### config.mk
export PLATFORM = sky130hd
export DESIGN_NAME = zero_crossing_frequency_estimator
export DESIGN_NICKNAME = d
export VERILOG_FILES = /design/src/hdl/zcfe_pkg.sv /design/src/hdl/zcfe_mul.sv /design/src/hdl/zcfe_div.sv /design/src/hdl/zero_crossing_frequency_estimator.sv
export VERILOG_INCLUDE_DIRS = /design/src /design/src/hdl
export SDC_FILE = /design/constraint.sdc
export NUM_CORES = 1
export LEC_CHECK = 0
export CORE_ASPECT_RATIO = 1.4
export CORE_MARGIN = 1.5
export CORE_UTILIZATION = 45
export DETAILED_ROUTE_END_ITERATION = 10
export DONT_BUFFER_PORTS = 1
export PLACE_DENSITY = 0.65
export RECOVER_POWER = 100
export SYNTH_ARGS = -nofsm -noshare
export SYNTH_HDL_FRONTEND = slang
export SYNTH_SLANG_ARGS = --single-unit
### constraint.sdc
create_clock -name clk_i -period 9.2 [get_ports clk_i]
set_input_delay 0.92 -clock clk_i [delete_from_list [all_inputs] [get_ports clk_i]]
set_output_delay 0.92 -clock clk_i [all_outputs]
set_load 0.01 [all_outputs]
### src/hdl/zero_crossing_frequency_estimator_macros.svh
// Assertion macros for the zero crossing frequency estimator.
// Included by files that carry concurrent assertions; no other dependencies.
`ifndef ZERO_CROSSING_FREQUENCY_ESTIMATOR_MACROS_SVH
`define ZERO_CROSSING_FREQUENCY_ESTIMATOR_MACROS_SVH

// Check a condition at every clock edge outside reset.
`define ZCFE_ASSERT_ALWAYS(label, clk, rst_n, cond, msg) \
  label: assert property (@(posedge clk) disable iff (!rst_n) (cond)) else $error(msg);

// Check that an antecedent implies a consequent in the next cycle.
`define ZCFE_ASSERT_NEXT(label, clk, rst_n, ante, cons, msg) \
  label: assert property (@(posedge clk) disable iff (!rst_n) (ante) |=> (cons)) \
    else $error(msg);

`endif

### src/hdl/zcfe_pkg.sv
// Shared types and constants of the zero crossing frequency estimator.
// No dependencies; imported by every module of the block.
package zcfe_pkg;

  localparam int unsigned RATE_W     = 20;
  localparam int unsigned FREQ_W     = 19;
  localparam int unsigned CNT_OUT_W  = 24;
  localparam int unsigned OUT_DATA_W = ((FREQ_W + 2 * CNT_OUT_W + 7) / 8) * 8;

  localparam logic [RATE_W-1:0] RATE_RESET = 20'd20000;

  typedef enum logic {
    OP_SAMPLE  = 1'b0,
    OP_RESTART = 1'b1
  } op_e;

  typedef logic [RATE_W-1:0] rate_t;
  typedef logic [FREQ_W-1:0] freq_t;

endpackage

### src/hdl/zcfe_mul.sv
// Bit-serial shift-add multiplier, one multiplier bit per cycle, MSB first.
// Depends on zcfe_pkg.
module zcfe_mul #(
  parameter int unsigned A_W = 24,
  parameter int unsigned B_W = 20
) (
  input  logic               clk_i,
  input  logic               rst_ni,
  input  logic               start_i,
  input  logic [A_W-1:0]     a_i,
  input  logic [B_W-1:0]     b_i,
  output logic               busy_o,
  output logic [A_W+B_W-1:0] p_o
);
  import zcfe_pkg::*;

  localparam int unsigned P_W   = A_W + B_W;
  localparam int unsigned CNT_W = $clog2(B_W + 1);

  logic [CNT_W-1:0] cnt_q, cnt_d;
  logic             busy_q, busy_d;
  logic [A_W-1:0]   a_q, a_d;
  logic [B_W-1:0]   b_q, b_d;
  logic [P_W-1:0]   p_q, p_d;

  always_comb begin
    cnt_d  = cnt_q;
    busy_d = busy_q;
    a_d    = a_q;
    b_d    = b_q;
    p_d    = p_q;
    if (start_i) begin
      cnt_d  = CNT_W'(B_W);
      busy_d = 1'b1;
      a_d    = a_i;
      b_d    = b_i;
      p_d    = '0;
    end else if (busy_q) begin
      p_d   = {p_q[P_W-2:0], 1'b0} + (b_q[B_W-1] ? P_W'(a_q) : '0);
      b_d   = {b_q[B_W-2:0], 1'b0};
      cnt_d = cnt_q - 1'b1;
      if (cnt_q == CNT_W'(1)) begin
        busy_d = 1'b0;
      end
    end
  end

  always_ff @(posedge clk_i or negedge rst_ni) begin
    if (!rst_ni) begin
      cnt_q  <= '0;
      busy_q <= 1'b0;
      a_q    <= '0;
      b_q    <= '0;
      p_q    <= '0;
    end else begin
      cnt_q  <= cnt_d;
      busy_q <= busy_d;
      a_q    <= a_d;
      b_q    <= b_d;
      p_q    <= p_d;
    end
  end

  assign busy_o = busy_q;
  assign p_o    = p_q;

endmodule

### src/hdl/zcfe_div.sv
// Bit-serial restoring divider, one quotient bit per cycle.
// The quotient must fit in Q_W bits. Depends on zcfe_pkg.
module zcfe_div #(
  parameter int unsigned N_W = 44,
  parameter int unsigned D_W = 25,
  parameter int unsigned Q_W = 19
) (
  input  logic           clk_i,
  input  logic           rst_ni,
  input  logic           start_i,
  input  logic [N_W-1:0] n_i,
  input  logic [D_W-1:0] d_i,
  output logic           busy_o,
  output logic [Q_W-1:0] q_o
);
  import zcfe_pkg::*;

  localparam int unsigned CNT_W = $clog2(Q_W + 1);

  logic [CNT_W-1:0] cnt_q, cnt_d;
  logic             busy_q, busy_d;
  logic [D_W-1:0]   d_q, d_d;
  logic [D_W-1:0]   r_q, r_d;
  logic [Q_W-1:0]   l_q, l_d;
  logic [Q_W-1:0]   q_q, q_d;
  logic [D_W:0]     trial;

  assign trial = {r_q, l_q[Q_W-1]};

  always_comb begin
    cnt_d  = cnt_q;
    busy_d = busy_q;
    d_d    = d_q;
    r_d    = r_q;
    l_d    = l_q;
    q_d    = q_q;
    if (start_i) begin
      cnt_d  = CNT_W'(Q_W);
      busy_d = 1'b1;
      d_d    = d_i;
      r_d    = D_W'(n_i >> Q_W);
      l_d    = n_i[Q_W-1:0];
      q_d    = '0;
    end else if (busy_q) begin
      l_d   = {l_q[Q_W-2:0], 1'b0};
      cnt_d = cnt_q - 1'b1;
      if (trial >= {1'b0, d_q}) begin
        r_d = D_W'(trial - {1'b0, d_q});
        q_d = {q_q[Q_W-2:0], 1'b1};
      end else begin
        r_d = D_W'(trial);
        q_d = {q_q[Q_W-2:0], 1'b0};
      end
      if (cnt_q == CNT_W'(1)) begin
        busy_d = 1'b0;
      end
    end
  end

  always_ff @(posedge clk_i or negedge rst_ni) begin
    if (!rst_ni) begin
      cnt_q  <= '0;
      busy_q <= 1'b0;
      d_q    <= '0;
      r_q    <= '0;
      l_q    <= '0;
      q_q    <= '0;
    end else begin
      cnt_q  <= cnt_d;
      busy_q <= busy_d;
      d_q    <= d_d;
      r_q    <= r_d;
      l_q    <= l_d;
      q_q    <= q_d;
    end
  end

  assign busy_o = busy_q;
  assign q_o    = q_q;

endmodule

### src/hdl/zero_crossing_frequency_estimator.sv
// Zero crossing frequency estimator top level: state, sequencer, output register.
// Depends on zcfe_pkg, zcfe_mul, zcfe_div and the assertion macro header.
//
//   channel | direction | handshake            | content
//   s_axis  | in        | tvalid / tready      | tdata: sample; tuser: operation
//   m_axis  | out       | tvalid / tready      | tdata: freq, crossings, total; tuser: full
//   cfg     | in        | cfg_valid / cfg_ready| cfg_data: sample rate in Hz
//
// A sample item passes through S_MUL (the bit-serial rate and cls multipliers), S_ADJ,
// S_DIV (the 19-step divider) and S_OUT before the next item is accepted; a restart
// item goes from S_IDLE straight to S_OUT. Reset clears all sums and counts and loads
// the rate with 20000. An input item is taken while the last result waits on m_axis;
// the next result then holds the block until m_axis takes the last one.
module zero_crossing_frequency_estimator #(
  parameter int unsigned SAMPLE_BITS = 12,
  parameter int unsigned COUNT_BITS  = 24
) (
  input  logic                                      clk_i,
  input  logic                                      rst_ni,
  input  logic                                      s_axis_tvalid,
  output logic                                      s_axis_tready,
  // sample [SAMPLE_BITS-1:0], zero padded to whole bytes
  input  logic [((SAMPLE_BITS+7)/8)*8-1:0]          s_axis_tdata,
  // operation [0]
  input  logic                                      s_axis_tuser,
  output logic                                      m_axis_tvalid,
  input  logic                                      m_axis_tready,
  // frequency_hz [18:0], crossing_count [42:19], sample_total [66:43], zero pad
  output logic [zcfe_pkg::OUT_DATA_W-1:0]           m_axis_tdata,
  // count_full [0]
  output logic                                      m_axis_tuser,
  input  logic                                      cfg_valid_i,
  output logic                                      cfg_ready_o,
  input  logic [zcfe_pkg::RATE_W-1:0]               cfg_data_i
);
  import zcfe_pkg::*;

`include "zero_crossing_frequency_estimator_macros.svh"

  localparam int unsigned SUM_W  = COUNT_BITS + SAMPLE_BITS;
  localparam int unsigned PROD_W = COUNT_BITS + RATE_W;
  localparam int unsigned PAD_W  = OUT_DATA_W - FREQ_W - 2 * CNT_OUT_W;
  localparam logic [COUNT_BITS-1:0] COUNT_LIMIT = {COUNT_BITS{1'b1}};

  typedef enum logic [2:0] {
    S_IDLE,
    S_MUL,
    S_ADJ,
    S_DIV,
    S_OUT
  } state_e;

  state_e                  state_q, state_d;
  rate_t                   rate_q, rate_d;
  logic [SUM_W-1:0]        sum_q, sum_d;
  logic [COUNT_BITS-1:0]   count_q, count_d;
  logic                    flag_q, flag_d;
  logic [COUNT_BITS-1:0]   cross_q, cross_d;
  logic                    take_q, take_d;
  logic                    chg_q, chg_d;
  freq_t                   freq_q, freq_d;
  logic                    m_valid_q, m_valid_d;
  logic [OUT_DATA_W-1:0]   m_data_q, m_data_d;
  logic                    m_user_q, m_user_d;

  logic                    accept;
  logic                    restart;
  logic                    full;
  logic [SAMPLE_BITS-1:0]  sample_w;
  logic                    cls_start;
  logic                    rate_start;
  logic                    cls_busy;
  logic                    rate_busy;
  logic [SUM_W-1:0]        cls_p;
  logic [PROD_W-1:0]       rate_p;
  logic                    cls;
  logic                    div_start;
  logic [PROD_W-1:0]       div_n;
  logic [COUNT_BITS:0]     div_d;
  logic                    div_busy;
  freq_t                   div_q;

  assign s_axis_tready = (state_q == S_IDLE);
  assign accept        = s_axis_tvalid && s_axis_tready;
  assign restart       = (op_e'(s_axis_tuser) == OP_RESTART);
  assign full          = (count_q == COUNT_LIMIT);
  assign sample_w      = s_axis_tdata[SAMPLE_BITS-1:0];
  assign cls_start     = accept && !restart && !full;
  assign rate_start    = accept && !restart;
  assign cls           = take_q ? (cls_p > sum_q) : flag_q;
  assign div_start     = (state_q == S_ADJ);
  assign div_n         = rate_p + (chg_q ? PROD_W'(rate_q) : '0);
  assign div_d         = {count_q, 1'b0};
  assign cfg_ready_o   = 1'b1;

  zcfe_mul #(
    .A_W (COUNT_BITS),
    .B_W (SAMPLE_BITS)
  ) u_cls_mul (
    .clk_i   (clk_i),
    .rst_ni  (rst_ni),
    .start_i (cls_start),
    .a_i     (count_q + 1'b1),
    .b_i     (sample_w),
    .busy_o  (cls_busy),
    .p_o     (cls_p)
  );

  zcfe_mul #(
    .A_W (COUNT_BITS),
    .B_W (RATE_W)
  ) u_rate_mul (
    .clk_i   (clk_i),
    .rst_ni  (rst_ni),
    .start_i (rate_start),
    .a_i     (cross_q),
    .b_i     (rate_q),
    .busy_o  (rate_busy),
    .p_o     (rate_p)
  );

  zcfe_div #(
    .N_W (PROD_W),
    .D_W (COUNT_BITS + 1),
    .Q_W (FREQ_W)
  ) u_div (
    .clk_i   (clk_i),
    .rst_ni  (rst_ni),
    .start_i (div_start),
    .n_i     (div_n),
    .d_i     (div_d),
    .busy_o  (div_busy),
    .q_o     (div_q)
  );

  always_comb begin
    state_d   = state_q;
    rate_d    = rate_q;
    sum_d     = sum_q;
    count_d   = count_q;
    flag_d    = flag_q;
    cross_d   = cross_q;
    take_d    = take_q;
    chg_d     = chg_q;
    freq_d    = freq_q;
    m_valid_d = m_valid_q;
    m_data_d  = m_data_q;
    m_user_d  = m_user_q;

    if (cfg_valid_i) begin
      rate_d = cfg_data_i;
    end
    if (m_valid_q && m_axis_tready) begin
      m_valid_d = 1'b0;
    end

    unique case (state_q)
      S_IDLE: begin
        if (accept) begin
          if (restart) begin
            sum_d   = '0;
            count_d = '0;
            flag_d  = 1'b0;
            cross_d = '0;
            freq_d  = '0;
            state_d = S_OUT;
          end else begin
            take_d = !full;
            if (!full) begin
              sum_d   = sum_q + SUM_W'(sample_w);
              count_d = count_q + 1'b1;
            end
            state_d = S_MUL;
          end
        end
      end
      S_MUL: begin
        if (!cls_busy && !rate_busy) begin
          flag_d = cls;
          chg_d  = (cls != flag_q);
          if (cls != flag_q) begin
            cross_d = cross_q + 1'b1;
          end
          state_d = S_ADJ;
        end
      end
      S_ADJ: begin
        state_d = S_DIV;
      end
      S_DIV: begin
        if (!div_busy) begin
          freq_d  = div_q;
          state_d = S_OUT;
        end
      end
      S_OUT: begin
        if (!m_valid_q || m_axis_tready) begin
          m_valid_d = 1'b1;
          m_data_d  = {{PAD_W{1'b0}}, CNT_OUT_W'(count_q), CNT_OUT_W'(cross_q), freq_q};
          m_user_d  = full;
          state_d   = S_IDLE;
        end
      end
      default: begin
        state_d = S_IDLE;
      end
    endcase
  end

  always_ff @(posedge clk_i or negedge rst_ni) begin
    if (!rst_ni) begin
      state_q   <= S_IDLE;
      rate_q    <= RATE_RESET;
      sum_q     <= '0;
      count_q   <= '0;
      flag_q    <= 1'b0;
      cross_q   <= '0;
      take_q    <= 1'b0;
      chg_q     <= 1'b0;
      freq_q    <= '0;
      m_valid_q <= 1'b0;
      m_data_q  <= '0;
      m_user_q  <= 1'b0;
    end else begin
      state_q   <= state_d;
      rate_q    <= rate_d;
      sum_q     <= sum_d;
      count_q   <= count_d;
      flag_q    <= flag_d;
      cross_q   <= cross_d;
      take_q    <= take_d;
      chg_q     <= chg_d;
      freq_q    <= freq_d;
      m_valid_q <= m_valid_d;
      m_data_q  <= m_data_d;
      m_user_q  <= m_user_d;
    end
  end

  assign m_axis_tvalid = m_valid_q;
  assign m_axis_tdata  = m_data_q;
  assign m_axis_tuser  = m_user_q;

  `ZCFE_ASSERT_NEXT(a_one_item_at_a_time, clk_i, rst_ni, accept, !s_axis_tready, "item accepted while busy")
  `ZCFE_ASSERT_ALWAYS(a_crossings_bounded, clk_i, rst_ni, cross_q <= count_q, "crossings exceed samples")
  `ZCFE_ASSERT_NEXT(a_full_holds, clk_i, rst_ni, full && !(accept && restart), count_q == COUNT_LIMIT, "count left its limit")

endmodule
==> results of run 1 <==
## stage by stage
step                      utilization (%)  instance area [um^2]  cells
after floorplan                         -                 27000   2916
after global placement               46.1                 27400   3530
after detailed placement             46.1                 27400   3530
after CTS                            49.2                 29200   3623
after global routing                 49.0                 29100   3623
final                                49.0                 29100   3623
## power breakdown
part           internal (mW)  switching, mW
Combinational           1.24           1.61
Sequential              2.49          0.542
Clock                   1.29          0.877
## final timing paths
check,from,to,cells past startpoint
max reg2reg,count_q[0],sum_q[23],9
max in group asynchronous,rst_ni,u_cls_mul.p_o[25],0
min in group clk_i,s_axis_tdata[0],u_cls_mul.b_q[0],2
min,rst_ni,freq_q[10],0
min reg2reg,u_cls_mul.a_q[13],u_cls_mul.a_q[13],2
max,count_q[0],sum_q[23],9
## timing repair
item,CTS,global route
hold endpoints to repair,1,0
hold buffers,2,0
resized for setup,0,0
## per-layer routing
metal / vias up / global-route usage, % / wire length (um)
li1: 10100 / - / -
met3: 121 / 3.47 / 2720
met1: 10100 / 26.0 / 27000
met2: 396 / 39.3 / 33500
met5: - / 0 / 0
met4: 0 / 7.63 / 2180
## registers in the layout (all words and copies together), names as in the netlist, 20 cells and up
register and flops:
rate_q 20, m_axis_tdata 67, count_q 24, u_cls_mul.a_q 24, u_cls_mul.p_o 36, u_rate_mul.p_o 44
u_div.d_q 24, u_div.r_q 25, u_rate_mul.a_q 24, cross_q 24, sum_q 36, u_rate_mul.b_q 20
## cell families (layout without fill, tap and decap cells)
family / count (synthesis) / in the layout / share of synthesized area, %
compound gates: 714 / 714 / 16.2
xor+xnor: 172 / 172 / 5.62
fa+ha+maj: 151 / 151 / 7.15
buf+inv: 261 / 212 / 3.96
flops: 462 / 462 / 42.9
mux: 199 / 199 / 7.79
other cells: 2 / 6 / 0.0279
simple gates: 951 / 951 / 16.3
## synthesized netlist by cell type (9+ instances only)
cell type	number	area [um^2]
dfrtp_1	457	11400
nand2_1	361	1360
o21ai_0	260	1300
nor2_1	249	935
a21oi_1	162	811
ha_1	146	1830
clkbuf_1	112	420
mux2i_1	112	1120
xnor2_1	107	937
inv_1	106	398
mux2_2	87	980
and2_1	79	494
xor2_1	64	561
nand3_1	63	315
a21o_1	47	353
and3_1	42	263
a211oi_1	41	308
nand4_1	39	244
nor3_1	35	175
o21ai_1	27	135
buf_2	22	110
o31ai_1	20	150
a31oi_1	17	106
o21bai_1	16	120
o21a_1	15	113
nand2b_1	13	81.3
o211ai_1	13	97.6
a311oi_1	9	78.8
buf_1	9	33.8
nor2b_1	9	56.3
or2_2	9	56.3
or3_1	9	56.3
## worst max-delay path, delay by kind of cell, from the launching register on
family / cells / cell delay, ns
DFF: 1 / 0.68
AOI/OAI and AO/OA: 3 / 0.99
and+or+nand+nor: 4 / 1.65
buffers and inverters: 1 / 1.92
adders and majority gates: 1 / 0.32
## final cells by class
class / count / area [um^2]
Clock buffer: 58 / 1360
Clock inverter: 33 / 414
Fill cell: 5611 / 30300
Inverter: 106 / 398
Multi-Input combinational cell: 2193 / 14300
Sequential cell: 462 / 11600
Tap cell: 756 / 946
Timing Repair Buffer: 15 / 91.3
==> flow_metrics.tcl, run 1 <==
set metrics [dict create \
    drtIter0Drc 1178 \
    critical_path_arrival_ns 6.16 \
    clk_pin_slew_ns 0.06 \
    crit_type "reg2reg" \
    fin_total_pwr_mw 8.06 \
    fin_skew_ns 0.0299 \
    wire_per_inst_um 18.1 \
    die_x_um 210 \
    final_nets 3020 \
    synth.ff_latch_count 462 \
    fin_tns_setup_ns 0 \
    cts_tree "yes" \
    drc 0 \
    violations "max-capacitance violations, max-slew violations" \
    tightestPinTransition_ns 3.72 \
    avgSynthCellArea_um2 9.26 \
    hold-worst-slack_ns 0.0571 \
    cts.sinks 462 \
    worst-path-max-fanout 60 \
    wl_um 65500 \
    slowest_delay_ns 1.92 \
    synthArstFlopShare_pct 100 \
    status "complete, but fails checks" \
    io_pins 118 \
    fp.dieH_um 293 \
    seq_area_frac_synth_pct 42.9 \
    h-tree-depth 2 \
    clockRootBuffer "clkbuf_16" \
    hpwl_um 45600 \
    leakage_nw 13.6 \
    core_mm2 0.0594 \
    post_cts_buffers 0 \
    ys_warn_count 0 \
    clk_latency_ns 0.61 \
    drive_above_1_share_pct 7.43 \
    cts_max_path_buffers 3 \
    cp-start-kind "flip-flop" \
    powerDensity_mw_per_mm2 277 \
    portBuffers 0 \
    grt_max_degree 462 \
    cp_common_cell "and3_1" \
    fin_crit_ns 5.70 \
    cp_slowest_cell "clkbuf_1" \
    maxCapViolCount 11 \
    layout_common_cells "dfrtp_1 (455), nand2_1 (361), o21ai_0 (284), nor2_1 (247), a21oi_1 (163)" \
    area_growth_pct 7.92 \
    grt_pass1_vias 21000 \
    gp_congestion 0.906 \
    slew_headroom_pct -148 \
    gr-total-overflow 0 \
    hold_path.class "in2async" \
    timing.final.ws_setup_ns 3.50 \
    syn_area_mm2 0.0270 \
    vias_per_cell 5.70 \
    synth_cell_type_count 89 \
    grt_pass1_wl_um 109000 \
    critPathCaptureType "flip-flop" \
    die_area_mm2 0.0614 \
    fmax_ghz 0.175 \
    synthCells 2912 \
    rows 106 \
    grt_util_all_layers_pct 21.8 \
    grt_setup_unrepaired "no" \
    synth-edff-count 0 \
    dpl_worst_slack_ns 4.97 \
    num_antenna_cells 0 \
    setup_violations 0 \
    antenna_found_initial 0 \
    r2r_slack_ns 3.50 \
    numCtsBuffers 49 \
    initial_core_util_pct 45.4 \
    ir_drop_mv 0.206 \
    final_common_cell "dfrtp_1" \
    num_vias 20600 \
    finalHoldViolations 0 \
    post-route-period-util_pct 62.0 \
    final_antenna_net_count 0 \
    final_max_slew_viol_count 567 \
    yosys_most_used_dff "dfrtp_1" \
    first_pass_iters 6 \
    crit_chain "ha_1 -> and3_1 -> and3_1 -> nand4_1 -> or3_1 -> o21bai_1 -> clkbuf_1 -> o21ai_0 -> o41ai_1" \
    critPathRequiredTime_ns 9.66 \
]
Power figures use the tool's default switching activity.
==> run 2: changes to the inputs <==
--- a/config.mk
+++ b/config.mk
@@ -11,7 +11,7 @@
 export CORE_UTILIZATION = 45
 export DETAILED_ROUTE_END_ITERATION = 10
 export DONT_BUFFER_PORTS = 1
-export PLACE_DENSITY = 0.65
+export PLACE_DENSITY = 0.67
 export RECOVER_POWER = 100
 export SYNTH_ARGS = -nofsm -noshare
 export SYNTH_HDL_FRONTEND = slang
==> constraint.sdc (replaced) <==
create_clock -name clk_i -period 4.7 [get_ports clk_i]
set_input_delay 0.47 -clock clk_i [delete_from_list [all_inputs] [get_ports clk_i]]
set_output_delay 0.47 -clock clk_i [all_outputs]
set_load 0.01 [all_outputs]
==> flow_metrics.tcl, run 2 (synthesis gave the netlist of run 1 again) <==
set metrics [dict create \
    status "complete, but fails checks" \
    violations "negative hold slack, max-capacitance violations, max-slew violations" \
    io_pins 118 \
    largest_reg_flops 67 \
    gr-total-overflow 0 \
    grt_pass1_vias 21300 \
    powerDensity_mw_per_mm2 532 \
    hold-worst-slack_ns -0.419 \
    critPathRequiredTime_ns 5.18 \
    holdBufCountCts 15 \
    portBuffers 0 \
    vias_per_cell 5.77 \
    cp-start-kind "flip-flop" \
    clockRootBuffer "clkbuf_16" \
    critical_path_arrival_ns 4.64 \
    num_antenna_cells 0 \
    first_pass_iters 5 \
    hold_path.class "in2async" \
    finalHoldViolations 459 \
    final_max_slew_viol_count 339 \
    final_area_mm2 0.0292 \
    final_nets 3037 \
    tightestPinTransition_ns 2.74 \
    post_cts_buffers 0 \
    leakage_nw 13.7 \
    cts_resized 0 \
    fin_tns_setup_ns 0 \
    grt_util_all_layers_pct 21.7 \
    h-tree-depth 2 \
    fin_skew_ns 0.0246 \
    die_x_um 210 \
    post-route-period-util_pct 88.4 \
    slowest_delay_ns 1.08 \
    fin_crit_ns 4.16 \
    clk_latency_ns 0.59 \
    final_common_cell "dfrtp_1" \
    cts_max_path_buffers 3 \
    crit_chain "ha_1 -> and3_1 -> and3_4 -> nand4_1 -> or3_1 -> and2_2 -> buf_4 -> nand2_1 -> o41ai_1" \
    antenna_found_initial 0 \
    wire_per_inst_um 18.2 \
    slew_headroom_pct -82.8 \
    setup_violations 0 \
    drive_above_1_share_pct 7.60 \
    drtIter0Drc 1321 \
    fp.dieH_um 293 \
    grt_setup_unrepaired "no" \
    die_area_mm2 0.0614 \
    cp_slowest_cell "and2_2" \
    hpwl_um 46000 \
    placed_cell_area_mm2 0.0275 \
    area_growth_pct 8.13 \
    crit_type "reg2reg" \
    maxCapViolCount 6 \
    drc 0 \
    worst-path-max-fanout 54 \
    wl_um 66300 \
    cts_tree "yes" \
    fmax_ghz 0.241 \
    final_antenna_net_count 0 \
    grt_pass1_wl_um 109000 \
    cts.sinks 462 \
    ir_drop_mv 0.298 \
    initial_core_util_pct 45.4 \
    rows 106 \
    num_vias 21000 \
    grt_max_degree 463 \
    layout_common_cells "dfrtp_1 (455), nand2_1 (360), o21ai_0 (284), nor2_1 (248), a21oi_1 (162)" \
    clk_pin_slew_ns 0.06 \
    numCtsBuffers 49 \
    core_mm2 0.0594 \
    critPathCaptureType "flip-flop" \
    gp_congestion 0.906 \
]
==> run 2: changes by cell type in the layout (fill, tap and decap cells not counted), sizes merged <==
| cell | before | now |
|---|---|---|
| dlygate4sd3 | 2 | 15 |
| buf | 6 | 10 |
| bufinv | 8 | 4 |
| clkinvlp | 3 | 5 |
| clkbuf | 65 | 64 |
| clkinv | 19 | 20 |
==> run 2: routing by layer <==
layer / GRT usage, % / part of all wire, % / vias to the layer above
li1: - / - / 10100
met1: 25.7 / 41 / 10300
met2: 39.1 / 51 / 441
met3: 3.57 / 4.3 / 139
met4: 8.30 / 3.4 / 0
met5: 0 / 0 / -
==> run 2: power breakdown <==
group,total (mW),switching [mW],internal (mW)
clock network,3.94,1.69,2.25
logic,5.58,3.14,2.43
registers,5.99,1.11,4.88
total,15.5,5.94,9.56
==> run 2: worst max-delay path: cells and delay by family (launching register included) <==
| family | cells | cell delay (ns) |
|---|---|---|
| buf+inv | 1 | 0.56 |
| compound gates | 1 | 0.27 |
| fa+ha+maj | 1 | 0.27 |
| simple gates | 6 | 2.47 |
| flops | 1 | 0.46 |
==> run 2: final cells by class <==
| class | count | area, um^2 |
|---|---|---|
| clock inverters | 32 | 295 |
| flip-flops and latches | 462 | 11600 |
| clock buffers | 57 | 1330 |
| multi-input cells | 2193 | 14300 |
| inverters | 106 | 398 |
| well taps | 756 | 946 |
| fillers | 5575 | 30300 |
| repair buffers | 32 | 279 |
==> run 2: through the flow <==
step / setup slack [ns] / instances / util, % / power [mW]
after detailed placement: 0.657 / 3534 / 46.2 / 11.6
final: 0.544 / 3638 / 49.1 / 15.5
after global placement: 0.756 / 3534 / 46.2 / 11.4
after CTS: 0.620 / 3638 / 49.2 / 15.7
after global routing: 0.249 / 3638 / 49.1 / 16.6
after floorplan: 1.42 / 2916 / - / 10.2
==> run 2: path summary, 6_finish.rpt <==
path,from,to,slack [ns],cells after the start
max,count_q[1],sum_q[14],0.54,9
max in group asynchronous,rst_ni,u_cls_mul.busy_o,4.01,0
max reg2reg,count_q[1],sum_q[14],0.54,9
min in group clk_i,cfg_data_i[0],rate_q[0],0.03,1
min reg2reg,u_cls_mul.a_q[9],u_cls_mul.a_q[9],0.47,2
min,rst_ni,freq_q[11],-0.42,0
==> run 3: changes to the inputs <==
--- a/config.mk
+++ b/config.mk
@@ -11,8 +11,9 @@
 export CORE_UTILIZATION = 45
 export DETAILED_ROUTE_END_ITERATION = 10
 export DONT_BUFFER_PORTS = 1
-export PLACE_DENSITY = 0.67
+export PLACE_DENSITY = 0.65
 export RECOVER_POWER = 100
 export SYNTH_ARGS = -nofsm -noshare
 export SYNTH_HDL_FRONTEND = slang
+export SYNTH_HIERARCHICAL = 1
 export SYNTH_SLANG_ARGS = --single-unit
==> flow_metrics.tcl, run 3 <==
set metrics [dict create \
    status "complete, but fails checks" \
    violations "negative hold slack, max-capacitance violations, max-slew violations" \
    combPwrFrac_pct 41.8 \
    fp.dieH_um 300 \
    die_x_um 215 \
    critPathRequiredTime_ns 5.13 \
    final_area_mm2 0.0307 \
    hpwl_um 52000 \
    finalHoldViolations 200 \
    final_max_slew_viol_count 516 \
    p_sw_share_pct 41.0 \
    ys_warn_count 6 \
    hold_path.class "in2async" \
    cts_resized 0 \
    cts.sinks 463 \
    use_met1_pct 26.2 \
    synth_top_family_by_area "compound AO/OA/AOI/OAI gates" \
    critical_path_arrival_ns 4.51 \
    leakage_nw 13.9 \
    cp-start-kind "flip-flop" \
    grt_pass1_vias 22300 \
    top_usage_layer "met2" \
    grtUsageMet2_pct 42.0 \
    crit_type "reg2reg" \
    post_cts_buffers 0 \
    r2r_slack_ns 0.63 \
    initial_core_util_pct 45.6 \
    hold-worst-slack_ns -0.422 \
    synth-edff-count 0 \
    synth_area_leaders "dfrtp_1 (40%), ha_1 (6.5%), mux2_2 (5.3%)" \
    grt_setup_unrepaired "no" \
    dpl_worst_slack_ns 0.854 \
    fin_crit_ns 4.07 \
    syn_area_mm2 0.0283 \
    timing.final.ws_setup_ns 0.625 \
    gp_congestion 0.906 \
    core_mm2 0.0622 \
    synth_top_area_share_pct 40.4 \
    drc 0 \
    grtUsageMet3_pct 2.78 \
    synth_cell_type_count 119 \
    synthSimpleGateAreaFrac_pct 17.0 \
    worst-path-max-fanout 58 \
    antenna_found_initial 0 \
    slowest_delay_ns 0.99 \
    rr_startpoint "state_q[2]" \
    fmax_ghz 0.245 \
    seqPwrFrac_pct 35.5 \
    fin_skew_ns 0.0183 \
    placed_cell_area_mm2 0.0289 \
    slew_headroom_pct -116 \
    cts_tree "yes" \
    yosysMostFrequentCell "dfrtp_1" \
    grt_util_all_layers_pct 22.7 \
    final_nets 3124 \
    crit_start "state_q[2]" \
    cts_max_path_buffers 3 \
    clk_latency_ns 0.59 \
    maxCapViolCount 5 \
    path_delay_family "buffers and inverters" \
    fin_total_pwr_mw 19.3 \
    fillers 5797 \
    synth.largest_area_cell "dfrtp_1" \
    powerDensity_mw_per_mm2 631 \
    wl_um 73300 \
    endpoint "sum_q[27]" \
    cp_slowest_cell "clkinvlp_2" \
    io_pins 118 \
    vias_per_cell 5.82 \
    post-route-period-util_pct 86.7 \
    first_pass_iters 5 \
    synthTopCellsByCount "dfrtp_1 (458), nand2_1 (349), o21ai_0 (230), nor2_1 (212)" \
    synthCells 2994 \
    reg2regPathDepth 9 \
    crit_chain "nor3_1 -> nand2_1 -> or2_1 -> clkinvlp_2 -> nand2_1 -> buf_4 -> a21oi_1 -> a31oi_1 -> a31oi_1" \
    num_antenna_cells 0 \
    grt_max_degree 464 \
    fin_tns_setup_ns 0 \
    synth-compound-area-share_pct 18.0 \
    synth.ff_latch_count 463 \
    avgSynthCellArea_um2 9.47 \
    crit_buf_inv 2 \
    layout_common_cells "dfrtp_1 (456), nand2_1 (349), o21ai_0 (238), nor2_1 (214)" \
    num_vias 22100 \
    p_clk_share_pct 22.7 \
    setup_violations 0 \
    finish.utilization_pct 49.3 \
    yosys_most_used_dff "dfrtp_1" \
    synthArstFlopShare_pct 100 \
    largest_reg_flops 67 \
    critPathCaptureType "flip-flop" \
    numCtsBuffers 51 \
    rows 108 \
    drtIter0Drc 1306 \
    critical_path_depth 9 \
    r2r-end "sum_q[27]" \
    gr-total-overflow 0 \
    synth-xor-area-share_pct 4.60 \
    synth_fa_ha_area_share_pct 6.84 \
    switching_power_mw 7.93 \
    die_area_mm2 0.0645 \
    final_cells 3793 \
    clockRootBuffer "clkbuf_16" \
    holdBufCountCts 13 \
    clk_pin_slew_ns 0.06 \
    wire_per_inst_um 19.3 \
    h-tree-depth 2 \
    cellInternalPower_mw 11.4 \
    final_antenna_net_count 0 \
    tightestPinTransition_ns 3.25 \
    drive_above_1_share_pct 10.7 \
    portBuffers 0 \
    muxShareOfSynthArea_pct 8.51 \
    final_common_cell "dfrtp_1" \
    grt_pass1_wl_um 119000 \
    area_growth_pct 8.17 \
    seq_area_frac_synth_pct 40.9 \
    ir_drop_mv 0.346 \
    dp.cells 3689 \
]
==> run 3: cell type report <==
cell class	count	area, um^2	area share, %
inverters	109	413	1.35
flip-flops and latches	463	11600	37.8
well taps	825	1030	3.37
clock inverters	29	438	1.43
multi-input cells	2268	15500	50.5
repair buffers	37	298	0.971
clock buffers	62	1390	4.53
==> run 3: worst min-delay path by stage <==
stage / startpoint / end / slack, ns
floorplan: rst_ni / chg_q / 0.17
global placement: rst_ni / u_cls_mul/b_q[2] / 0.18
detailed placement: rst_ni / u_cls_mul/b_q[3] / 0.19
CTS: rst_ni / u_cls_mul/b_q[3] / -0.46
global route: rst_ni / u_cls_mul/b_q[1] / -0.45
finish: rst_ni / u_cls_mul/b_q[3] / -0.42
==> run 3: worst register-to-register path: stages, from the launching register on <==
cell and delay [ns]:
dfrtp_1 0.60, nor3_1 0.22, nand2_1 0.13, or2_1 0.33, clkinvlp_2 1.00, nand2_1 0.45
buf_4 0.60, a21oi_1 0.29, a31oi_1 0.24, a31oi_1 0.07
==> run 3: metal layers <==
layer,share of wire [%],vias up
met5,0,-
met4,4.3,0
met3,3.5,140
met2,52,485
met1,40,10900
li1,-,10600
==> run 3: power by group through the flow <==
stage / logic, mW / registers (mW) / clock network, mW
2_1_floorplan: 6.79 / 6.16 / 0
3_3_place_gp: 7.79 / 6.89 / 0
3_5_place_dp: 8.04 / 6.95 / 0
4_1_cts: 8.10 / 6.89 / 4.51
5_1_grt: 9.02 / 7.06 / 4.68
6_report: 8.08 / 6.87 / 4.38
==> run 3: cell families after synthesis <==
logic type,after synthesis
fa+ha+maj,152
simple gates,974
other cells,2
buf+inv,268
xor+xnor,149
flops,463
compound gates,763
mux,223
